## src/assert_macros.svh

```systemverilog
// Assertion macros used by the top level of the timeout request checker.
`ifndef ASSERT_MACROS_SVH
`define ASSERT_MACROS_SVH

// Same-cycle implication, disabled during reset.
`define ASSERT_IMPLY(label, clk, rst, ante, cons, msg) \
   label: assert property (@(posedge clk) disable iff (rst) (ante) |-> (cons)) \
      else $error(msg);

// Next-cycle implication, disabled during reset.
`define ASSERT_NEXT(label, clk, rst, ante, cons, msg) \
   label: assert property (@(posedge clk) disable iff (rst) (ante) |=> (cons)) \
      else $error(msg);

`endif

```

## src/btrc_pkg.sv

```systemverilog
// Types and constants of the timeout request checker.
`default_nettype none

package btrc_pkg;

   localparam int ValueWidth      = 27;
   localparam int WordWidth       = 32;
   localparam int LengthWidth     = 8;
   localparam int NibbleWidth     = 4;
   localparam int NibblesPerStage = 2;
   localparam int StageCount      = 4;

   localparam logic [LengthWidth-1:0] ReqLength = 8'd5;
   localparam logic [NibbleWidth-1:0] DigitMax  = 4'd9;

   localparam logic StatusOk      = 1'b0;
   localparam logic StatusIllegal = 1'b1;

   // Payload carried from one digit stage to the next.
   typedef struct packed {
      logic                   valid;
      logic                   len_ok;
      logic [ValueWidth-1:0]  acc;
      logic [WordWidth-1:0]   echo;
      logic [WordWidth-1:0]   rest;
   } btrc_stage_type;

   // Append one decimal digit to a binary accumulator: acc * 10 + digit.
   function automatic logic [ValueWidth-1:0] mul10_add(
      input logic [ValueWidth-1:0]  acc,
      input logic [NibbleWidth-1:0] digit
   );
      logic [ValueWidth+2:0] wide;
      wide = {acc, 3'b000} + {2'b00, acc, 1'b0}
           + {{(ValueWidth-1){1'b0}}, digit};
      return wide[ValueWidth-1:0];
   endfunction

endpackage

`default_nettype wire

```

## src/bcd_timeout_request_check_core.sv

```systemverilog
// Top level of the timeout request checker: digit pipeline and result register.
`default_nettype none
`include "assert_macros.svh"

// Usage
//   Request channel: drive req_pdu_length and req_bcd_word and raise start;
//   the request is taken at a rising edge where start is high and busy is low.
//   busy is high only while reset is asserted, so a request may be issued in
//   every cycle.
//   Result channel: rsp_valid is high for exactly one cycle per request, with
//   rsp_status, rsp_timeout_value and rsp_echo_bcd valid in that cycle.
//   Pipeline: a request passes the four digit stages, which each fold two
//   nibbles (multiply by ten, add), and then one result stage, which applies
//   the length and zero checks and registers the result outputs.
//   Throughput: one request per cycle, fully pipelined, results in order.
//   Reset: synchronous; clears every valid bit, so requests in flight are
//   dropped and no result is produced for them.
//   Stall: the receiver cannot hold results off; there is no back pressure.
module bcd_timeout_request_check_core (
   input  wire logic                                clock,
   input  wire logic                                reset,
   input  wire logic                                start,
   output      logic                                busy,
   input  wire logic [btrc_pkg::LengthWidth-1:0]    req_pdu_length,
   input  wire logic [btrc_pkg::WordWidth-1:0]      req_bcd_word,
   output      logic                                rsp_valid,
   output      logic                                rsp_status,
   output      logic [btrc_pkg::ValueWidth-1:0]     rsp_timeout_value,
   output      logic [btrc_pkg::WordWidth-1:0]      rsp_echo_bcd
);

   // Stage bus: entry 0 is the incoming request, entry k leaves stage k.
   btrc_pkg::btrc_stage_type stage_bus [0:btrc_pkg::StageCount];

   logic                              rsp_valid_ff, rsp_valid_in;
   logic                              rsp_status_ff, rsp_status_in;
   logic [btrc_pkg::ValueWidth-1:0]   rsp_timeout_value_ff, rsp_timeout_value_in;
   logic [btrc_pkg::WordWidth-1:0]    rsp_echo_bcd_ff, rsp_echo_bcd_in;

   // Hold off requests only while reset is applied.
   assign busy = reset;

   // Load a new request into the head of the pipeline.
   always_comb begin
      stage_bus[0].valid  = start && !busy;
      stage_bus[0].len_ok = (req_pdu_length == btrc_pkg::ReqLength);
      stage_bus[0].acc    = '0;
      stage_bus[0].echo   = '0;
      stage_bus[0].rest   = req_bcd_word;
   end

   // Advance two nibbles per stage, most significant nibble first.
   for (genvar s = 0; s < btrc_pkg::StageCount; s++) begin : g_stage
      btrc_digit_stage u_stage (
         .clock     (clock),
         .reset     (reset),
         .stage_in  (stage_bus[s]),
         .stage_out (stage_bus[s+1])
      );
   end

   // Result stage: reject a bad length or a zero value, and zero the payload.
   // The echo word is the kept digits closed up and right aligned, which is
   // exactly the value re-encoded as eight BCD digits.
   always_comb begin
      rsp_valid_in = stage_bus[btrc_pkg::StageCount].valid;
      if (stage_bus[btrc_pkg::StageCount].len_ok
          && (stage_bus[btrc_pkg::StageCount].acc != '0)) begin
         rsp_status_in        = btrc_pkg::StatusOk;
         rsp_timeout_value_in = stage_bus[btrc_pkg::StageCount].acc;
         rsp_echo_bcd_in      = stage_bus[btrc_pkg::StageCount].echo;
      end else begin
         rsp_status_in        = btrc_pkg::StatusIllegal;
         rsp_timeout_value_in = '0;
         rsp_echo_bcd_in      = '0;
      end
   end

   always_ff @(posedge clock) begin
      if (reset) begin
         rsp_valid_ff <= 1'b0;
      end else begin
         rsp_valid_ff <= rsp_valid_in;
      end
   end

   always_ff @(posedge clock) begin
      rsp_status_ff        <= rsp_status_in;
      rsp_timeout_value_ff <= rsp_timeout_value_in;
      rsp_echo_bcd_ff      <= rsp_echo_bcd_in;
   end

   assign rsp_valid         = rsp_valid_ff;
   assign rsp_status        = rsp_status_ff;
   assign rsp_timeout_value = rsp_timeout_value_ff;
   assign rsp_echo_bcd      = rsp_echo_bcd_ff;

   // Every accepted request yields its result.
   `ASSERT_IMPLY(a_latency, clock, reset, start && !busy, ##5 rsp_valid, "result missing")

   // No result appears without an earlier accepted request.
   `ASSERT_IMPLY(a_no_spurious, clock, reset,
      rsp_valid, $past(start && !busy, 5), "spurious result")

   // An accepted result carries a nonzero value.
   `ASSERT_IMPLY(a_ok_nonzero, clock, reset,
      rsp_valid && (rsp_status == btrc_pkg::StatusOk), rsp_timeout_value != '0,
      "accepted zero value")

   // A rejected result carries zero payload.
   `ASSERT_IMPLY(a_reject_zero, clock, reset,
      rsp_valid && (rsp_status == btrc_pkg::StatusIllegal),
      (rsp_timeout_value == '0) && (rsp_echo_bcd == '0), "rejected payload not zero")

endmodule

`default_nettype wire

```

## src/btrc_digit_stage.sv

```systemverilog
// One pipeline stage of the checker: folds two BCD nibbles into the value.
`default_nettype none

module btrc_digit_stage (
   input  wire logic                      clock,
   input  wire logic                      reset,
   input  wire btrc_pkg::btrc_stage_type  stage_in,
   output      btrc_pkg::btrc_stage_type  stage_out
);

   btrc_pkg::btrc_stage_type stage_ff;
   btrc_pkg::btrc_stage_type stage_in_d;

   logic [btrc_pkg::NibbleWidth-1:0] nib;

   // Skip non-decimal nibbles; kept digits close up in both forms.
   always_comb begin
      stage_in_d = stage_in;
      nib        = '0;
      for (int k = 0; k < btrc_pkg::NibblesPerStage; k++) begin
         nib = stage_in_d.rest[btrc_pkg::WordWidth-1 -: btrc_pkg::NibbleWidth];
         if (nib <= btrc_pkg::DigitMax) begin
            stage_in_d.acc  = btrc_pkg::mul10_add(stage_in_d.acc, nib);
            stage_in_d.echo = {stage_in_d.echo[btrc_pkg::WordWidth-btrc_pkg::NibbleWidth-1:0],
                               nib};
         end
         stage_in_d.rest = {stage_in_d.rest[btrc_pkg::WordWidth-btrc_pkg::NibbleWidth-1:0],
                            {btrc_pkg::NibbleWidth{1'b0}}};
      end
   end

   // Clear only the valid bit on reset; the payload just follows.
   always_ff @(posedge clock) begin
      if (reset) begin
         stage_ff.valid <= 1'b0;
      end else begin
         stage_ff.valid <= stage_in_d.valid;
      end
      stage_ff.len_ok <= stage_in_d.len_ok;
      stage_ff.acc    <= stage_in_d.acc;
      stage_ff.echo   <= stage_in_d.echo;
      stage_ff.rest   <= stage_in_d.rest;
   end

   assign stage_out = stage_ff;

endmodule

`default_nettype wire

```

## config.mk

```make
export PLATFORM = sky130hd
export DESIGN_NAME = bcd_timeout_request_check_core
export DESIGN_NICKNAME = d
export VERILOG_FILES = /design/src/btrc_pkg.sv /design/src/bcd_timeout_request_check_core.sv /design/src/btrc_digit_stage.sv
export VERILOG_INCLUDE_DIRS = /design/src /design/src/src
export SDC_FILE = /design/constraint.sdc
export NUM_CORES = 1
export LEC_CHECK = 0
export ABC_CLOCK_PERIOD_IN_PS = 7400
export BUFFER_PORTS_ARGS = -buffer_cell sky130_fd_sc_hd__buf_2
export CAP_MARGIN = 20
export CORE_MARGIN = 3
export CORE_UTILIZATION = 24
export DETAILED_ROUTE_END_ITERATION = 10
export GPL_ROUTABILITY_DRIVEN = 1
export PLACE_DENSITY = 0.47
export SLEW_MARGIN = 10
export SYNTH_ARGS = -nofsm -noshare
export SYNTH_HDL_FRONTEND = slang
export SYNTH_SLANG_ARGS = --single-unit
```

## constraint.sdc

```tcl
create_clock -name clock -period 7.4 [get_ports clock]
set_input_delay 1.48 -clock clock [delete_from_list [all_inputs] [get_ports clock]]
set_output_delay 1.48 -clock clock [all_outputs]
set_load 0.02 [all_outputs]
```

==> impl_metrics.env, run 1 <==
export IMPL_dp_worst_setup_slack_ns=1.633
export IMPL_grt_antenna_before_repair=1
export IMPL_yosys_most_used_dff="dfxtp_1"
export IMPL_unrepaired_setup_endpoints_after_global_routing="no"
export IMPL_timing_critical_path_buf_inv=3
export IMPL_timing_critical_path_max_delay_family="compound AO/OA/AOI/OAI gates"
export IMPL_most_common_layout_cells="dfxtp_1 (270), ha_1 (207), nor2_1 (181), nand2_1 (157), a21oi_1 (125)"
export IMPL_post_layout_min_period_ns=5.802
export IMPL_drc_errors=0
export IMPL_finish_utilization=0.2823
export IMPL_wire_length_of_the_first_global_routing_pass_um=55100
export IMPL_drt_initial_drc_count=567
export IMPL_fillerInstances=6418
export IMPL_globalRouteTotalUtil=0.1018
export IMPL_crit_arrival_ns=6.24
export IMPL_design_area_um2=17100
export IMPL_yosys_area_share_simple=0.1597
export IMPL_worst_slew_margin_rel=0.3312
export IMPL_grt_start_max_net_pins=57
export IMPL_mappedNetlistArea_um2=14750
export IMPL_top_layer="met4"
export IMPL_worst_slew_pin_transition_ns=1.003
export IMPL_finalSetupTns_ns=0
export IMPL_finalCritPeriodShare=0.7841
export IMPL_hp_class="flip-flop to flip-flop"
export IMPL_result_of_the_run="finished, final reports clean"
export IMPL_path_class="flip-flop to flip-flop"
export IMPL_timing_critical_path_slowest_stage_cell="fa_1"
export IMPL_cts_tree="built"
export IMPL_ys_seq_elements=270
export IMPL_coreArea_um2=60580
export IMPL_max_root_sink_buffers=3
export IMPL_die_y_um=253.9
export IMPL_io_buffers=104
export IMPL_post_dp_hpwl_um=26750
export IMPL_ys_warn_count=0
export IMPL_timing_final_setup_violations=0
export IMPL_endpoint_kind="flip-flop"
export IMPL_drt_pass1_iterations=4
export IMPL_cap_viol_max_count=0
export IMPL_cts_inserted_buffers=29
export IMPL_die_width_um=253.9
export IMPL_slew_viol_final=0
export IMPL_synth_top_family_by_area="adder cells"
export IMPL_syn_inst=1637
export IMPL_final_setup_worst_slack_ns=1.598
export IMPL_worstPathMaxFanout=6
export IMPL_multiplexer_share_of_the_synthesized_area=0.01442
export IMPL_cts_root_buf="clkbuf_16"
export IMPL_htree_levels=1
export IMPL_synthAdderAreaFrac=0.1946
export IMPL_cts_hold_repair_buffers=0
export IMPL_clk_latency_ns=0.56
export IMPL_pin_count=105
export IMPL_number_of_buffers_inserted_by_post_cts_setup_repair=0
export IMPL_count_of_unique_library_cells_instantiated_by_yosys=74
export IMPL_ys_seq_area_frac=0.3665
export IMPL_flow_area_growth_from_synthesis_pct=15.94
export IMPL_placementRows=90
export IMPL_die_area_um2=64470
export IMPL_wl_met2_um=14860
export IMPL_crit_path_max_incr_delay_ns=0.53
export IMPL_numClockSinks=270
export IMPL_grt_ovfl_total=0
export IMPL_start_util=0.2435
export IMPL_routedWlPerCell_um=13.23
export IMPL_post_cts_resized=0
export IMPL_fmax_mhz=172.3
export IMPL_synthArstFlopShare=0
export IMPL_detail_route_antenna_nets=0
export IMPL_totalWireLength_um=33560
export IMPL_finalWeightedCongestion=0.7916
export IMPL_vias_in_the_first_global_route=11120
export IMPL_placed_cell_area_um2=16150
export IMPL_post_synth_net_total=1901
export IMPL_final_nets=1998
export IMPL_critPathLaunchType="flip-flop"
export IMPL_synth_enable_flop_cells=0
export IMPL_finalHoldViolCount=0
export IMPL_skew_ns=0.01869
export IMPL_synth_compound_area_frac=0.1776
export IMPL_antenna_diode_count=0
export IMPL_layout_drive_gt1_share=0.1117
export IMPL_synthesis_area_per_instance_um2=9.010
export IMPL_total_via_count_in_the_routed_design=11440
export IMPL_yosys_area_share_xor_xnor=0.06057
export IMPL_commonest_non_fill_non_tap_cell_in_the_layout="dfxtp_1"
export IMPL_cts_clk_slew_worst_paths_ns=0.06
export IMPL_dr_wl_met3_um=1256
export IMPL_critical_path_most_common_cell="a21oi_1"
export IMPL_crit_required_ns=7.84
export IMPL_avg_vias_per_cell=4.512
export IMPL_met1Wirelength_um=16790
[kinds of logic after synthesis]
logic type / after synthesis
buf+inv: 101
flops: 270
compound gates: 412
fa+ha+maj: 221
mux: 19
simple gates: 511
other cells: 1
xor+xnor: 102
[path summary, 6_finish.rpt]
path,from,endpoint,slack (ns),depth (start not counted)
worst max-delay path,g_stage[2].u_stage.stage_out[31]$_DFF_P_,g_stage[3].u_stage.stage_out[88]$_DFF_P_,1.60,25
worst min-delay path,g_stage[1].u_stage.stage_out[23]$_DFF_P_,g_stage[2].u_stage.stage_out[31]$_DFF_P_,0.32,0
worst max register to register,g_stage[2].u_stage.stage_out[31]$_DFF_P_,g_stage[3].u_stage.stage_out[88]$_DFF_P_,1.60,25
worst min register to register,g_stage[1].u_stage.stage_out[23]$_DFF_P_,g_stage[2].u_stage.stage_out[31]$_DFF_P_,0.32,0
[worst register-to-register path, stage by stage (launching register included)]
cell and delay, ns:
dfxtp_1 0.38, inv_1 0.10, fa_1 0.53, inv_1 0.07
fa_1 0.46, a21o_1 0.20, a21oi_1 0.21, o21bai_1 0.09
a21o_1 0.23, a21o_1 0.19, a21oi_1 0.18, xnor2_1 0.08
mux2i_1 0.33, inv_1 0.10, ha_1 0.31, ha_1 0.38
a21oi_1 0.26, o21ai_0 0.16, a21oi_1 0.23, a31oi_1 0.16
a21oi_1 0.22, o21bai_1 0.12, a21o_1 0.19, a21oi_1 0.16
xnor2_1 0.08, mux2_2 0.26
[metal layers]
metal / track usage / up-vias
li1: - / 5935
met1: 0.1424 / 5283
met2: 0.1654 / 185
met3: 0.01515 / 40
met4: 0.02294 / 0
met5: 0 / -
[flip-flops by register name (all words and copies together), names as in the netlist]
| signal | cells |
|---|---|
| g_stage.u_stage.stage_out | 210 |
| rsp_echo_bcd | 31 |
| rsp_status | 1 |
| rsp_timeout_value | 27 |
| rsp_valid | 1 |
[Yosys cell counts, types with 5 or more instances]
cell      count  share of area
buf_1         5         0.0013
inv_1        53          0.013
nand2b_1      9         0.0038
a211oi_1      7         0.0036
o31ai_1      10         0.0051
or2_2         5         0.0021
a22o_1       16         0.0095
o21a_1       17         0.0087
clkbuf_1     39         0.0099
nand4_1       8         0.0034
a21oi_1     125          0.042
ha_1        207           0.18
o22ai_1      37          0.016
mux2_2        8         0.0061
nor2_1      182          0.046
mux2i_1      10         0.0068
xor2_1       40          0.024
dfxtp_1     270           0.37
and3_1       20         0.0085
nor4_1        8         0.0034
fa_1         14          0.019
xnor2_1      62          0.037
and2_1       68          0.029
nor2b_1      17         0.0072
a21o_1       44          0.022
o21ai_0      82          0.028
nand2_1     157          0.040
o21bai_1     11         0.0056
a31oi_1      10         0.0042
a21boi_0      6         0.0031
or3_1         5         0.0021
o21ai_1      10         0.0034
nor3_1       13         0.0044
[cell type report]
class	instances	area (µm²)	area share
Multi-Input combinational cell	1266	8976	0.5249
Clock inverter	11	128.9	0.007536
Inverter	53	198.9	0.01163
Clock buffer	40	817.0	0.04778
Sequential cell	270	5405	0.3161
Timing Repair Buffer	114	595.6	0.03483
Tap cell	782	978.4	0.05722
[stage by stage]
| step | cells | hold WS (ns) |
|---|---|---|
| 2_1_floorplan | 1637 | 0.3096 |
| 3_3_place_gp | 2485 | 0.3118 |
| 3_5_place_dp | 2485 | 0.3121 |
| 4_1_cts | 2536 | 0.3189 |
| 5_1_grt | 2536 | 0.3237 |
| 6_report | 2536 | 0.3223 |
Power of run 1 is left out: the tool's default activity adds up to more than one toggle a clock period on the data nets, which glitch-free logic cannot reach.
==> run 2, diff against run 1 <==
--- a/config.mk
+++ b/config.mk
@@ -6,7 +6,7 @@
 export SDC_FILE = /design/constraint.sdc
 export NUM_CORES = 1
 export LEC_CHECK = 0
-export ABC_CLOCK_PERIOD_IN_PS = 7400
+export ABC_CLOCK_PERIOD_IN_PS = 5400
 export BUFFER_PORTS_ARGS = -buffer_cell sky130_fd_sc_hd__buf_2
 export CAP_MARGIN = 20
 export CORE_MARGIN = 3
==> constraint.sdc (replaced) <==
create_clock -name clock -period 5.4 [get_ports clock]
set_input_delay 1.08 -clock clock [delete_from_list [all_inputs] [get_ports clock]]
set_output_delay 1.08 -clock clock [all_outputs]
set_load 0.02 [all_outputs]
==> impl_metrics.env, run 2 (synthesis gave the netlist of run 1 again) <==
export IMPL_result_of_the_run="finished, final reports clean"
export IMPL_timing_critical_path_max_delay_family="compound AO/OA/AOI/OAI gates"
export IMPL_drt_pass1_iterations=5
export IMPL_multiInputGateArea_um2=9117
export IMPL_grt_start_max_net_pins=57
export IMPL_fillerInstances=6400
export IMPL_finish_utilization=0.2899
export IMPL_post_place_cells=2515
export IMPL_coreArea_um2=60580
export IMPL_finalCritPeriodShare=0.9517
export IMPL_die_width_um=253.9
export IMPL_cts_inserted_buffers=28
export IMPL_worstPathMaxFanout=5
export IMPL_routedWlPerCell_um=13.26
export IMPL_path_class="flip-flop to flip-flop"
export IMPL_cts_root_buf="clkbuf_16"
export IMPL_timing_critical_path_buf_inv=4
export IMPL_numClockSinks=270
export IMPL_grt_antenna_before_repair=2
export IMPL_crit_arrival_ns=5.58
export IMPL_timing_critical_path_slowest_stage_cell="fa_1"
export IMPL_drt_initial_drc_count=500
export IMPL_start_util=0.2435
export IMPL_vias_in_the_first_global_route=11130
export IMPL_detail_route_antenna_nets=0
export IMPL_cts_clk_slew_worst_paths_ns=0.06
export IMPL_timing_final_setup_violations=0
export IMPL_max_root_sink_buffers=3
export IMPL_die_area_um2=64470
export IMPL_slew_viol_final=0
export IMPL_post_dp_hpwl_um=27230
export IMPL_most_common_layout_cells="dfxtp_1 (270), ha_1 (203), nor2_1 (182), nand2_1 (157), a21oi_1 (112)"
export IMPL_worst_slew_margin_rel=0.5124
export IMPL_layout_drive_gt1_share=0.1457
export IMPL_worst_slew_pin_transition_ns=0.7265
export IMPL_pin_count=105
export IMPL_post_layout_min_period_ns=5.139
export IMPL_commonest_non_fill_non_tap_cell_in_the_layout="dfxtp_1"
export IMPL_critPathLaunchType="flip-flop"
export IMPL_htree_levels=1
export IMPL_final_instance_count_excl_fill=2573
export IMPL_avg_vias_per_cell=4.451
export IMPL_critical_path_most_common_cell="a21o_1"
export IMPL_wire_length_of_the_first_global_routing_pass_um=54990
export IMPL_endpoint_kind="flip-flop"
export IMPL_finalHoldViolCount=0
export IMPL_die_y_um=253.9
export IMPL_final_nets=2033
export IMPL_total_via_count_in_the_routed_design=11450
export IMPL_flow_area_growth_from_synthesis_pct=19.10
export IMPL_finalWeightedCongestion=0.8093
export IMPL_cap_viol_max_count=0
export IMPL_clk_latency_ns=0.55
export IMPL_grt_ovfl_total=0
export IMPL_cts_tree="built"
export IMPL_crit_path_max_incr_delay_ns=0.53
export IMPL_placementRows=90
export IMPL_cts_hold_repair_buffers=0
export IMPL_antenna_diode_count=0
export IMPL_drc_errors=0
export IMPL_register_area_um2=5405
export IMPL_globalRouteTotalUtil=0.1020
export IMPL_skew_ns=0.01979
export IMPL_largest_reg_flops=210
export IMPL_hp_class="flip-flop to flip-flop"
export IMPL_unrepaired_setup_endpoints_after_global_routing="yes"
export IMPL_totalWireLength_um=34120
export IMPL_crit_required_ns=5.84
export IMPL_io_buffers=104
export IMPL_fmax_mhz=194.6
run 2: cell count changes in the layout (fill, tap and decap cells not counted), sizes merged:
cell	change
clkbuf	+1
buf	+36
inv	-3
bufinv	+2
clkinv	+2
clkinvlp	-1
run 2: through the flow:
| step | setup slack, ns | setup TNS [ns] | area [µm²] | hold WS (ns) |
|---|---|---|---|---|
| 6_report | 0.2607 | 0 | 17570 | 0.3241 |
| 3_3_place_gp | 0.08076 | 0 | 16370 | 0.3099 |
| 3_5_place_dp | -0.02651 | -0.02651 | 16380 | 0.3121 |
| 2_1_floorplan | 0.2417 | 0 | 14750 | 0.3096 |
| 4_1_cts | 0.03451 | 0 | 17380 | 0.3275 |
| 5_1_grt | -0.09820 | -0.1104 | 17570 | 0.3289 |
run 2: path summary, 6_finish.rpt:
path	start	to	slack, ns	cells past startpoint
setup / recovery	g_stage[2].u_stage.stage_out[31]$_DFF_P_	g_stage[3].u_stage.stage_out[88]$_DFF_P_	0.26	26
hold / removal	g_stage[1].u_stage.stage_out[18]$_DFF_P_	g_stage[2].u_stage.stage_out[26]$_DFF_P_	0.32	0
setup reg to reg	g_stage[2].u_stage.stage_out[31]$_DFF_P_	g_stage[3].u_stage.stage_out[88]$_DFF_P_	0.26	26
hold reg to reg	g_stage[1].u_stage.stage_out[18]$_DFF_P_	g_stage[2].u_stage.stage_out[26]$_DFF_P_	0.32	0
run 2: layout make-up:
cell class              count  area share
well taps                 782     0.05570
inverters                  53     0.01133
repair buffers            150     0.04929
multi-input cells        1266      0.5191
clock inverters            11    0.009616
flip-flops and latches    270      0.3077
clock buffers              41     0.04730
run 2: per-layer routing:
metal | GRT usage | share of wire | wire, µm
met1 | 0.1412 | 0.49 | 16770
met3 | 0.01627 | 0.040 | 1358
met2 | 0.1676 | 0.45 | 15480
met5 | 0 | 0.00032 | 11
met4 | 0.02146 | 0.015 | 504
run 2: timing repair:
action	in CTS	in global routing
pin swaps	1	18
endpoints found under the setup margin	1	12
hold endpoints to repair	0	0
setup buffers	1	5
gates resized for setup	1	34
Power of run 2 is left out for the same reason.
